### config.mk
export PLATFORM = sky130hd
export DESIGN_NAME = top_k_usage_selector
export DESIGN_NICKNAME = d
export VERILOG_FILES = /design/src/hdl/tku_pkg.sv /design/src/hdl/tku_rank_list.sv /design/src/hdl/tku_usage_div.sv /design/src/hdl/top_k_usage_selector.sv
export SDC_FILE = /design/constraint.sdc
export NUM_CORES = 2
export LEC_CHECK = 0
export BUFFER_PORTS_ARGS = -buffer_cell sky130_fd_sc_hd__buf_2
export CORE_ASPECT_RATIO = 1.4
export CORE_MARGIN = 3
export CORE_UTILIZATION = 56
export DETAILED_ROUTE_END_ITERATION = 8
export PLACE_DENSITY = 0.78
export SYNTH_ARGS = -nofsm -noshare
export SYNTH_HDL_FRONTEND = slang
export SYNTH_SLANG_ARGS = --single-unit
### constraint.sdc
create_clock -name clk -period 17.1 [get_ports clk]
set_input_delay 1.71 -clock clk [delete_from_list [all_inputs] [get_ports clk]]
set_output_delay 1.71 -clock clk [all_outputs]
set_load 0.01 [all_outputs]
### src/hdl/tku_pkg.sv
package tku_pkg;

	// fixed field widths
	localparam int unsigned ID_W      = 22;
	localparam int unsigned TICK_W    = 64;
	localparam int unsigned ELAPSED_W = 32;
	localparam int unsigned RANK_W    = 4;
	localparam int unsigned USAGE_W   = 10;

	// usage arithmetic: floor(1000 * delta / elapsed), quotient below 1000 needs 10 bits
	localparam int unsigned PROD_W     = ELAPSED_W + USAGE_W;
	localparam int unsigned STEP_W     = 4;
	localparam logic [USAGE_W-1:0] USAGE_SCALE = USAGE_W'(1000);
	localparam logic [USAGE_W-1:0] USAGE_FULL  = USAGE_W'(1000);
	localparam logic [STEP_W-1:0]  LAST_STEP   = STEP_W'(USAGE_W - 1);

	typedef enum logic [2:0] {
		ST_IDLE,
		ST_CHECK,
		ST_SHIFT,
		ST_USAGE,
		ST_WAIT
	} sel_state_t;

	typedef enum logic [1:0] {
		DIV_IDLE,
		DIV_RUN,
		DIV_DONE
	} div_state_t;

endpackage

### src/hdl/tku_rank_list.sv
module tku_rank_list import tku_pkg::*; #(
	parameter int unsigned TOP_COUNT = 5,
	parameter int unsigned IDX_W     = 3
) (
	input  logic                clk,
	input  logic [IDX_W-1:0]    rd_idx,
	output logic [ID_W-1:0]     rd_id,
	output logic [TICK_W-1:0]   rd_delta,
	input  logic                wr_en,
	input  logic [IDX_W-1:0]    wr_idx,
	input  logic [ID_W-1:0]     wr_id,
	input  logic [TICK_W-1:0]   wr_delta
);

	// kept records, highest delta at entry 0
	logic [ID_W-1:0]   ids_q    [TOP_COUNT];
	logic [TICK_W-1:0] deltas_q [TOP_COUNT];

	always_ff @(posedge clk) begin
		if (wr_en) begin
			ids_q[wr_idx]    <= wr_id;
			deltas_q[wr_idx] <= wr_delta;
		end
	end

	assign rd_id    = ids_q[rd_idx];
	assign rd_delta = deltas_q[rd_idx];

endmodule

### src/hdl/tku_usage_div.sv
module tku_usage_div import tku_pkg::*; (
	input  logic                 clk,
	input  logic                 arst_n,
	input  logic                 start,
	input  logic [TICK_W-1:0]    delta,
	input  logic [ELAPSED_W-1:0] elapsed,
	output logic                 done,
	output logic [USAGE_W-1:0]   usage
);

	div_state_t state_q, state_d;

	logic [ELAPSED_W-1:0] rem_q;
	logic [USAGE_W-1:0]   quo_q;
	logic [STEP_W-1:0]    step_q;
	logic [PROD_W-1:0]    product;
	logic [ELAPSED_W:0]   trial;
	logic                 fits;
	logic                 saturate;

	assign saturate = delta >= TICK_W'(elapsed);
	// only used when delta < elapsed, so delta fits in the low half
	assign product  = PROD_W'(delta[ELAPSED_W-1:0]) * PROD_W'(USAGE_SCALE);

	// restoring step: bring down one dividend bit, subtract if it fits
	assign trial = {rem_q, quo_q[USAGE_W-1]};
	assign fits  = trial >= {1'b0, elapsed};

	always_ff @(posedge clk or negedge arst_n) begin
		if (!arst_n) begin
			state_q <= DIV_IDLE;
		end else begin
			state_q <= state_d;
		end
	end

	always_comb begin
		state_d = state_q;
		unique case (state_q)
			DIV_IDLE: begin
				if (start) begin
					if (elapsed == '0 || saturate) begin
						state_d = DIV_DONE;
					end else begin
						state_d = DIV_RUN;
					end
				end
			end
			DIV_RUN: begin
				if (step_q == LAST_STEP) begin
					state_d = DIV_DONE;
				end
			end
			DIV_DONE: state_d = DIV_IDLE;
			default:  state_d = DIV_IDLE;
		endcase
	end

	always_ff @(posedge clk) begin
		if (state_q == DIV_IDLE && start) begin
			step_q <= '0;
			if (elapsed == '0) begin
				quo_q <= '0;
			end else if (saturate) begin
				quo_q <= USAGE_FULL;
			end else begin
				// high part is below elapsed since the quotient fits in 10 bits
				rem_q <= product[PROD_W-1:USAGE_W];
				quo_q <= product[USAGE_W-1:0];
			end
		end else if (state_q == DIV_RUN) begin
			step_q <= STEP_W'(step_q + STEP_W'(1));
			quo_q  <= {quo_q[USAGE_W-2:0], fits};
			if (fits) begin
				rem_q <= ELAPSED_W'(trial - {1'b0, elapsed});
			end else begin
				rem_q <= trial[ELAPSED_W-1:0];
			end
		end
	end

	assign done  = state_q == DIV_DONE;
	assign usage = quo_q;

endmodule

### src/hdl/top_k_usage_selector.sv
// channel  | signals                                             | handshake
// ---------+-----------------------------------------------------+---------------------------
// item in  | process_id current_ticks previous_ticks had_previous | taken when start && !busy
//          | elapsed_ticks last_item                             |
// item out | rank top_process_id usage_tenths last_result        | result_strobe, one cycle
//
// an unranked item (no previous sample) starts output only if it is last and records are kept;
// a ranked item enters, unless a full list's smallest record keeps it out, by an insertion walk
// moving one kept record per cycle through a single comparator; on the last item the shared
// 10-step restoring divider takes each record, skipping its steps on zero elapsed or saturation
// reset clears the sequencer, the kept count and the result strobe; kept records need none
// results cannot be stalled: each is shown for exactly one cycle; busy drops as the final one shows
module top_k_usage_selector import tku_pkg::*; #(
	parameter int unsigned TOP_COUNT = 5
) (
	input  logic                 clk,
	input  logic                 arst_n,
	input  logic                 start,
	output logic                 busy,
	input  logic [ID_W-1:0]      process_id,
	input  logic [TICK_W-1:0]    current_ticks,
	input  logic [TICK_W-1:0]    previous_ticks,
	input  logic                 had_previous,
	input  logic [ELAPSED_W-1:0] elapsed_ticks,
	input  logic                 last_item,
	output logic                 result_strobe,
	output logic [RANK_W-1:0]    rank,
	output logic [ID_W-1:0]      top_process_id,
	output logic [USAGE_W-1:0]   usage_tenths,
	output logic                 last_result
);

	localparam int unsigned IDX_W = (TOP_COUNT > 1) ? $clog2(TOP_COUNT) : 1;
	localparam int unsigned CNT_W = $clog2(TOP_COUNT + 1);
	localparam logic [IDX_W-1:0] LAST_IDX = IDX_W'(TOP_COUNT - 1);
	localparam logic [CNT_W-1:0] FULL_CNT = CNT_W'(TOP_COUNT);

	sel_state_t state_q, state_d;

	// captured item
	logic [ID_W-1:0]      new_id_q;
	logic [TICK_W-1:0]    new_delta_q;
	logic [ELAPSED_W-1:0] elapsed_q;
	logic                 last_q;

	// walk position, kept count and result position
	logic [IDX_W-1:0] slot_q, slot_d;
	logic [CNT_W-1:0] held_q, held_d;
	logic [IDX_W-1:0] out_idx_q, out_idx_d;

	// rank list access
	logic [IDX_W-1:0]  rd_idx;
	logic [ID_W-1:0]   rd_id;
	logic [TICK_W-1:0] rd_delta;
	logic              wr_en;
	logic [ID_W-1:0]   wr_id;
	logic [TICK_W-1:0] wr_delta;

	// shared compare and divide
	logic               new_above;
	logic               div_start;
	logic               div_done;
	logic [USAGE_W-1:0] div_usage;
	logic               emit;
	logic               out_last;
	logic               accept;

	tku_rank_list #(
		.TOP_COUNT(TOP_COUNT),
		.IDX_W    (IDX_W)
	) u_rank_list (
		.clk     (clk),
		.rd_idx  (rd_idx),
		.rd_id   (rd_id),
		.rd_delta(rd_delta),
		.wr_en   (wr_en),
		.wr_idx  (slot_q),
		.wr_id   (wr_id),
		.wr_delta(wr_delta)
	);

	tku_usage_div u_usage_div (
		.clk    (clk),
		.arst_n (arst_n),
		.start  (div_start),
		.delta  (rd_delta),
		.elapsed(elapsed_q),
		.done   (div_done),
		.usage  (div_usage)
	);

	assign busy   = state_q != ST_IDLE;
	assign accept = start && !busy;

	// strict compare keeps the earlier record ahead on equal deltas
	assign new_above = new_delta_q > rd_delta;
	assign out_last  = CNT_W'(CNT_W'(out_idx_q) + CNT_W'(1)) == held_q;

	always_ff @(posedge clk or negedge arst_n) begin
		if (!arst_n) begin
			state_q   <= ST_IDLE;
			held_q    <= '0;
			slot_q    <= '0;
			out_idx_q <= '0;
		end else begin
			state_q   <= state_d;
			held_q    <= held_d;
			slot_q    <= slot_d;
			out_idx_q <= out_idx_d;
		end
	end

	always_comb begin
		state_d   = state_q;
		held_d    = held_q;
		slot_d    = slot_q;
		out_idx_d = out_idx_q;
		rd_idx    = out_idx_q;
		wr_en     = 1'b0;
		wr_id     = new_id_q;
		wr_delta  = new_delta_q;
		div_start = 1'b0;
		emit      = 1'b0;
		unique case (state_q)
			ST_IDLE: begin
				if (accept) begin
					if (had_previous) begin
						if (held_q == FULL_CNT) begin
							state_d = ST_CHECK;
						end else begin
							slot_d  = held_q[IDX_W-1:0];
							state_d = ST_SHIFT;
						end
					end else if (last_item && held_q != '0) begin
						out_idx_d = '0;
						state_d   = ST_USAGE;
					end
				end
			end
			ST_CHECK: begin
				// full list: the smallest kept record decides whether the new one enters
				rd_idx = LAST_IDX;
				if (new_above) begin
					slot_d  = LAST_IDX;
					state_d = ST_SHIFT;
				end else if (last_q) begin
					out_idx_d = '0;
					state_d   = ST_USAGE;
				end else begin
					state_d = ST_IDLE;
				end
			end
			ST_SHIFT: begin
				rd_idx = IDX_W'(slot_q - IDX_W'(1));
				wr_en  = 1'b1;
				if (slot_q != '0 && new_above) begin
					// move the record above down one place
					wr_id    = rd_id;
					wr_delta = rd_delta;
					slot_d   = IDX_W'(slot_q - IDX_W'(1));
				end else begin
					if (held_q != FULL_CNT) begin
						held_d = CNT_W'(held_q + CNT_W'(1));
					end
					if (last_q) begin
						out_idx_d = '0;
						state_d   = ST_USAGE;
					end else begin
						state_d = ST_IDLE;
					end
				end
			end
			ST_USAGE: begin
				div_start = 1'b1;
				state_d   = ST_WAIT;
			end
			ST_WAIT: begin
				if (div_done) begin
					emit = 1'b1;
					if (out_last) begin
						held_d  = '0;
						state_d = ST_IDLE;
					end else begin
						out_idx_d = IDX_W'(out_idx_q + IDX_W'(1));
						state_d   = ST_USAGE;
					end
				end
			end
			default: state_d = ST_IDLE;
		endcase
	end

	// item capture, delta taken modulo 2^64
	always_ff @(posedge clk) begin
		if (accept) begin
			new_id_q    <= process_id;
			new_delta_q <= current_ticks - previous_ticks;
			elapsed_q   <= elapsed_ticks;
			last_q      <= last_item;
		end
	end

	// result register
	always_ff @(posedge clk or negedge arst_n) begin
		if (!arst_n) begin
			result_strobe <= 1'b0;
		end else begin
			result_strobe <= emit;
		end
	end

	always_ff @(posedge clk) begin
		if (emit) begin
			rank           <= RANK_W'(out_idx_q);
			top_process_id <= rd_id;
			usage_tenths   <= div_usage;
			last_result    <= out_last;
		end
	end

endmodule
==> summary by stage <==
Placement
After detailed placement, the total cell area comes to 41000 um^2. The number of buffers added on ports is 224. At the end of routability-driven placement, the weighted congestion stood at 0.927.

The final HPWL from detailed placement is 68.2 mm.

STA
Setup repair after global routing left no endpoint under its margin. Dividing the final minimum period by the clock period gives 57.5%. Static timing analysis puts the maximum clock frequency at 0.102 GHz. The remaining max-slew budget at the tightest pin is 26.1%. Setup violations remaining at the end of the flow were counted as 0.

The setup TNS is 0 ns. The final max-slew violation count is 0. After layout, the minimum clock period comes to 9.83 ns. The total count of hold-check failures in the final report is 0.

At the pin with the least slew margin, the transition time is 1.10 ns. Across all hold checks on the routed design, the worst slack comes to 0.449 ns. The worst setup skew after layout is 0.0378 ns.

Floorplanning
The die is 318 um tall. The initial utilization of the core area, before any placement, comes to 57.0%. The core area is 68400 um^2.

The number of top-level pins is 226. The width of the chip is 229 um. The number of rows created at floorplan is 113. The die footprint is 72900 um^2.

Setup path
The largest individual stage delay along the critical path comes from the cell a211oi_4. Traced cell by cell, the critical path runs through a21o_1, a211oi_4, buf_4, buf_4, nand2_1, and3_1, a311oi_1, a21oi_1, ha_1, nand4_1, nor4_1, nand2_1, a2111oi_0, a311oi_1, a2111oi_2, o21ai_1, nor2_4, buf_4, buf_4, nor2_1, a21oi_1. The data required time at the worst endpoint is 17.51 ns.

The family with the most delay on the worst path is compound AO/OA/AOI/OAI gates. The worst setup path is of the flip-flop to flip-flop kind. In this run the worst path has a maximum fanout of 66.

The critical path runs through a total of 21 cells. Together, buffers and inverters on the worst path number 4. STA classifies the critical path startpoint as a flip-flop. The worst register-to-register path has a depth of 21. The worst setup path is captured at a flip-flop.

Data arrives at the worst endpoint at 10.23 ns. The largest incremental delay on the critical path is 0.96 ns. The most used cell along the critical path is buf_4.

Route
Dividing the detail-routed wire length by the instance count gives 20.2 um. The violation count after the first detailed-routing iteration is 2616. The via total after detailed routing is 28800.

For this run, design rule violations remaining after detail routing come to 0. The via density per instance is 6.05. The sum of routed wire length over all layers is 96.1 mm. Before antenna repair, the detailed router went through 6 iterations.

The number of nets with antenna violations after detailed routing is 0.

Final layout
In the final layout, the share of cells above drive strength 1 is 10.5%. Once layout is done, the placed cells without fillers occupy 42900 um^2. Relative to the synthesized area, the layout overhead comes to 9.81%.

The layout has 5470 filler cells. The antenna diode count is 0. The net count reported at finish is 4362.

Logic synthesis
In this run, synthesis produced a sequential element count of 646. The top-area cell type share of the netlist area is 48.3%. The post-synthesis sequential area ratio is 49.4%. The leading area contributor after synthesis is edfxtp_1. Counting flops with an async set or reset pin after synthesis yields a share of 2.32%.

When the netlist entered floorplanning its net count stood at 4194. The post-synth design cell area is 39000 um^2. The cell count after synthesis came out at 3628. In the post-synthesis netlist, the biggest area contributors are edfxtp_1 48%, ha_1 8.7%, fa_1 5.5%. In this run, distinct cell masters in the synthesized netlist total 88. For this run, the number of Yosys warnings is 0. The average cell area after synthesis is 10.8 um^2. In the synthesized netlist the dominant register cell turns out to be edfxtp_1. The number of enable flip-flop cells after synthesis is 627.

Hold path
Counting instances, the worst hold path has a depth of 0. The worst min-delay path class is flip-flop to flip-flop.

Outcome
The flow ran to the end, and the final reports show no timing, DRC or antenna violations.

Flow run
The tool flagged a number of max-cap violations equal to 0.

Clock network
The post-CTS setup-driven buffer insertion count is 0. In this run, post-CTS repair resized a total of 0 instances. Clock tree synthesis inserted a total of 58 buffers.

The clock transition at the registers of the reported paths is 0.07 ns. The clock sink count is 646. The H-tree depth is 2. The longest clock path from root to sink contains 3 buffers. TritonCTS built the clock tree. The number of buffers inserted for hold repair after clock tree synthesis is 0. The root buffer cell chosen for the clock tree is clkbuf_16. The clock latency reported for the late side of the worst-skew pair is 0.66 ns.

Global routing
The number of global-route vias before repair is 28900. The first global-routing pass estimated 152 mm of wire. The largest net degree at the start of global routing is 157. Across every metal layer, demand over resource in global routing totals 26.0%.

Summed over all layers, the global routing overflow is 0. The initial antenna violation count is 0.
## cell families after synthesis
kind of cell / share of synthesized area, %
XOR/XNOR: 3.14
adder cells (fa/ha/maj): 14.3
AO/OA/AOI/OAI: 13.8
other: 0.00961
multiplexers: 1.37
AND/OR/NAND/NOR: 13.3
flip-flops: 49.4
buffers and inverters: 4.71
## sequential cells by signal, summed over array words and instances (netlist names)
| signal | count |
|---|---|
| u_rank_list.deltas_q | 320 |
| u_rank_list.ids_q | 110 |
| new_delta_q | 64 |
| elapsed_q | 32 |
| u_usage_div.rem_q | 32 |
| new_id_q | 22 |
| top_process_id | 22 |
| u_usage_div.usage | 10 |
| usage_tenths | 10 |
| u_usage_div.step_q | 4 |
| held_q | 3 |
| out_idx_q | 3 |
| rank | 3 |
| slot_q | 3 |
| state_q | 3 |
| u_usage_div.state_q | 2 |
| last_q | 1 |
| last_result | 1 |
| result_strobe | 1 |
## cell type report
class / count / area (um^2) / area share (%)
inverters: 311 / 1170 / 2.72
clock inverters: 40 / 375 / 0.876
multi-input cells: 2523 / 18000 / 42.0
repair buffers: 256 / 1370 / 3.21
flip-flops and latches: 646 / 19300 / 45.0
well taps: 920 / 1150 / 2.69
clock buffers: 67 / 1490 / 3.47
## placed cells by master, fill, tap and decap left out, drive strengths merged, types with 46 or more instances in the layout
| cell type | n |
|---|---|
| nand2 | 506 |
| xor2 | 52 |
| nand3 | 99 |
| nand4 | 47 |
| and3 | 89 |
| inv | 316 |
| xnor2 | 88 |
| edfxtp | 627 |
| o21ai | 136 |
| clkbuf | 67 |
| buf | 256 |
| fa | 108 |
| a21o | 82 |
| nor3 | 46 |
| nor2 | 175 |
| a21oi | 304 |
| ha | 271 |
## per-layer routing
layer	part of all wire, %	routed length, um	vias up	track usage [%]
li1	-	-	13500	-
met1	38	36700	13900	31.6
met2	51	48900	1146	46.6
met3	6.0	5770	257	2.32
met4	5.0	4770	0	12.2
met5	0	0	-	0
## worst paths after layout
check / startpoint / to / slack, ns
min reg2reg: u_usage_div.usage[0] / usage_tenths[0] / 0.45
max: state_q[1] / u_rank_list.deltas_q[0][58] / 7.27
min in group asynchronous: arst_n / held_q[1] / 0.97
max in group asynchronous: arst_n / u_usage_div.state_q[0] / 15.87
min: u_usage_div.usage[0] / usage_tenths[0] / 0.45
max reg2reg: state_q[1] / u_rank_list.deltas_q[0][58] / 7.27
## worst register-to-register path, delay by kind of cell, from the launching register on
family / cells / cell delay (ns)
AOI/OAI and AO/OA: 9 / 3.33
buffers and inverters: 4 / 2.84
and+or+nand+nor: 7 / 2.45
DFF: 1 / 0.64
adders and majority gates: 1 / 0.35
## synthesized netlist by cell type, drive strengths merged, types with 23 or more instances
cell type,n
a311oi,44
fa,108
nand4,47
a31oi,43
ha,271
inv,311
a21oi,304
nor2b,23
and3,89
mux2,24
clkbuf,80
nor4,45
nor3,46
xnor2,88
a21o,82
nand3,99
xor2,52
o21bai,29
o21ai,136
a211oi,41
nand2,506
buf,68
edfxtp,627
nor2,175
o21a,24
## per-stage QoR
stage,setup slack (ns),std cells,util [%]
detailed placement,7.40,4656,59.9
global placement,7.61,4656,59.9
global route,6.65,4763,62.6
floorplan,9.22,3628,-
CTS,7.35,4763,62.6
finish,7.27,4763,62.6
Power is left out: the tool's default activity adds up to more than one toggle a clock period on the data nets, which glitch-free logic cannot reach.
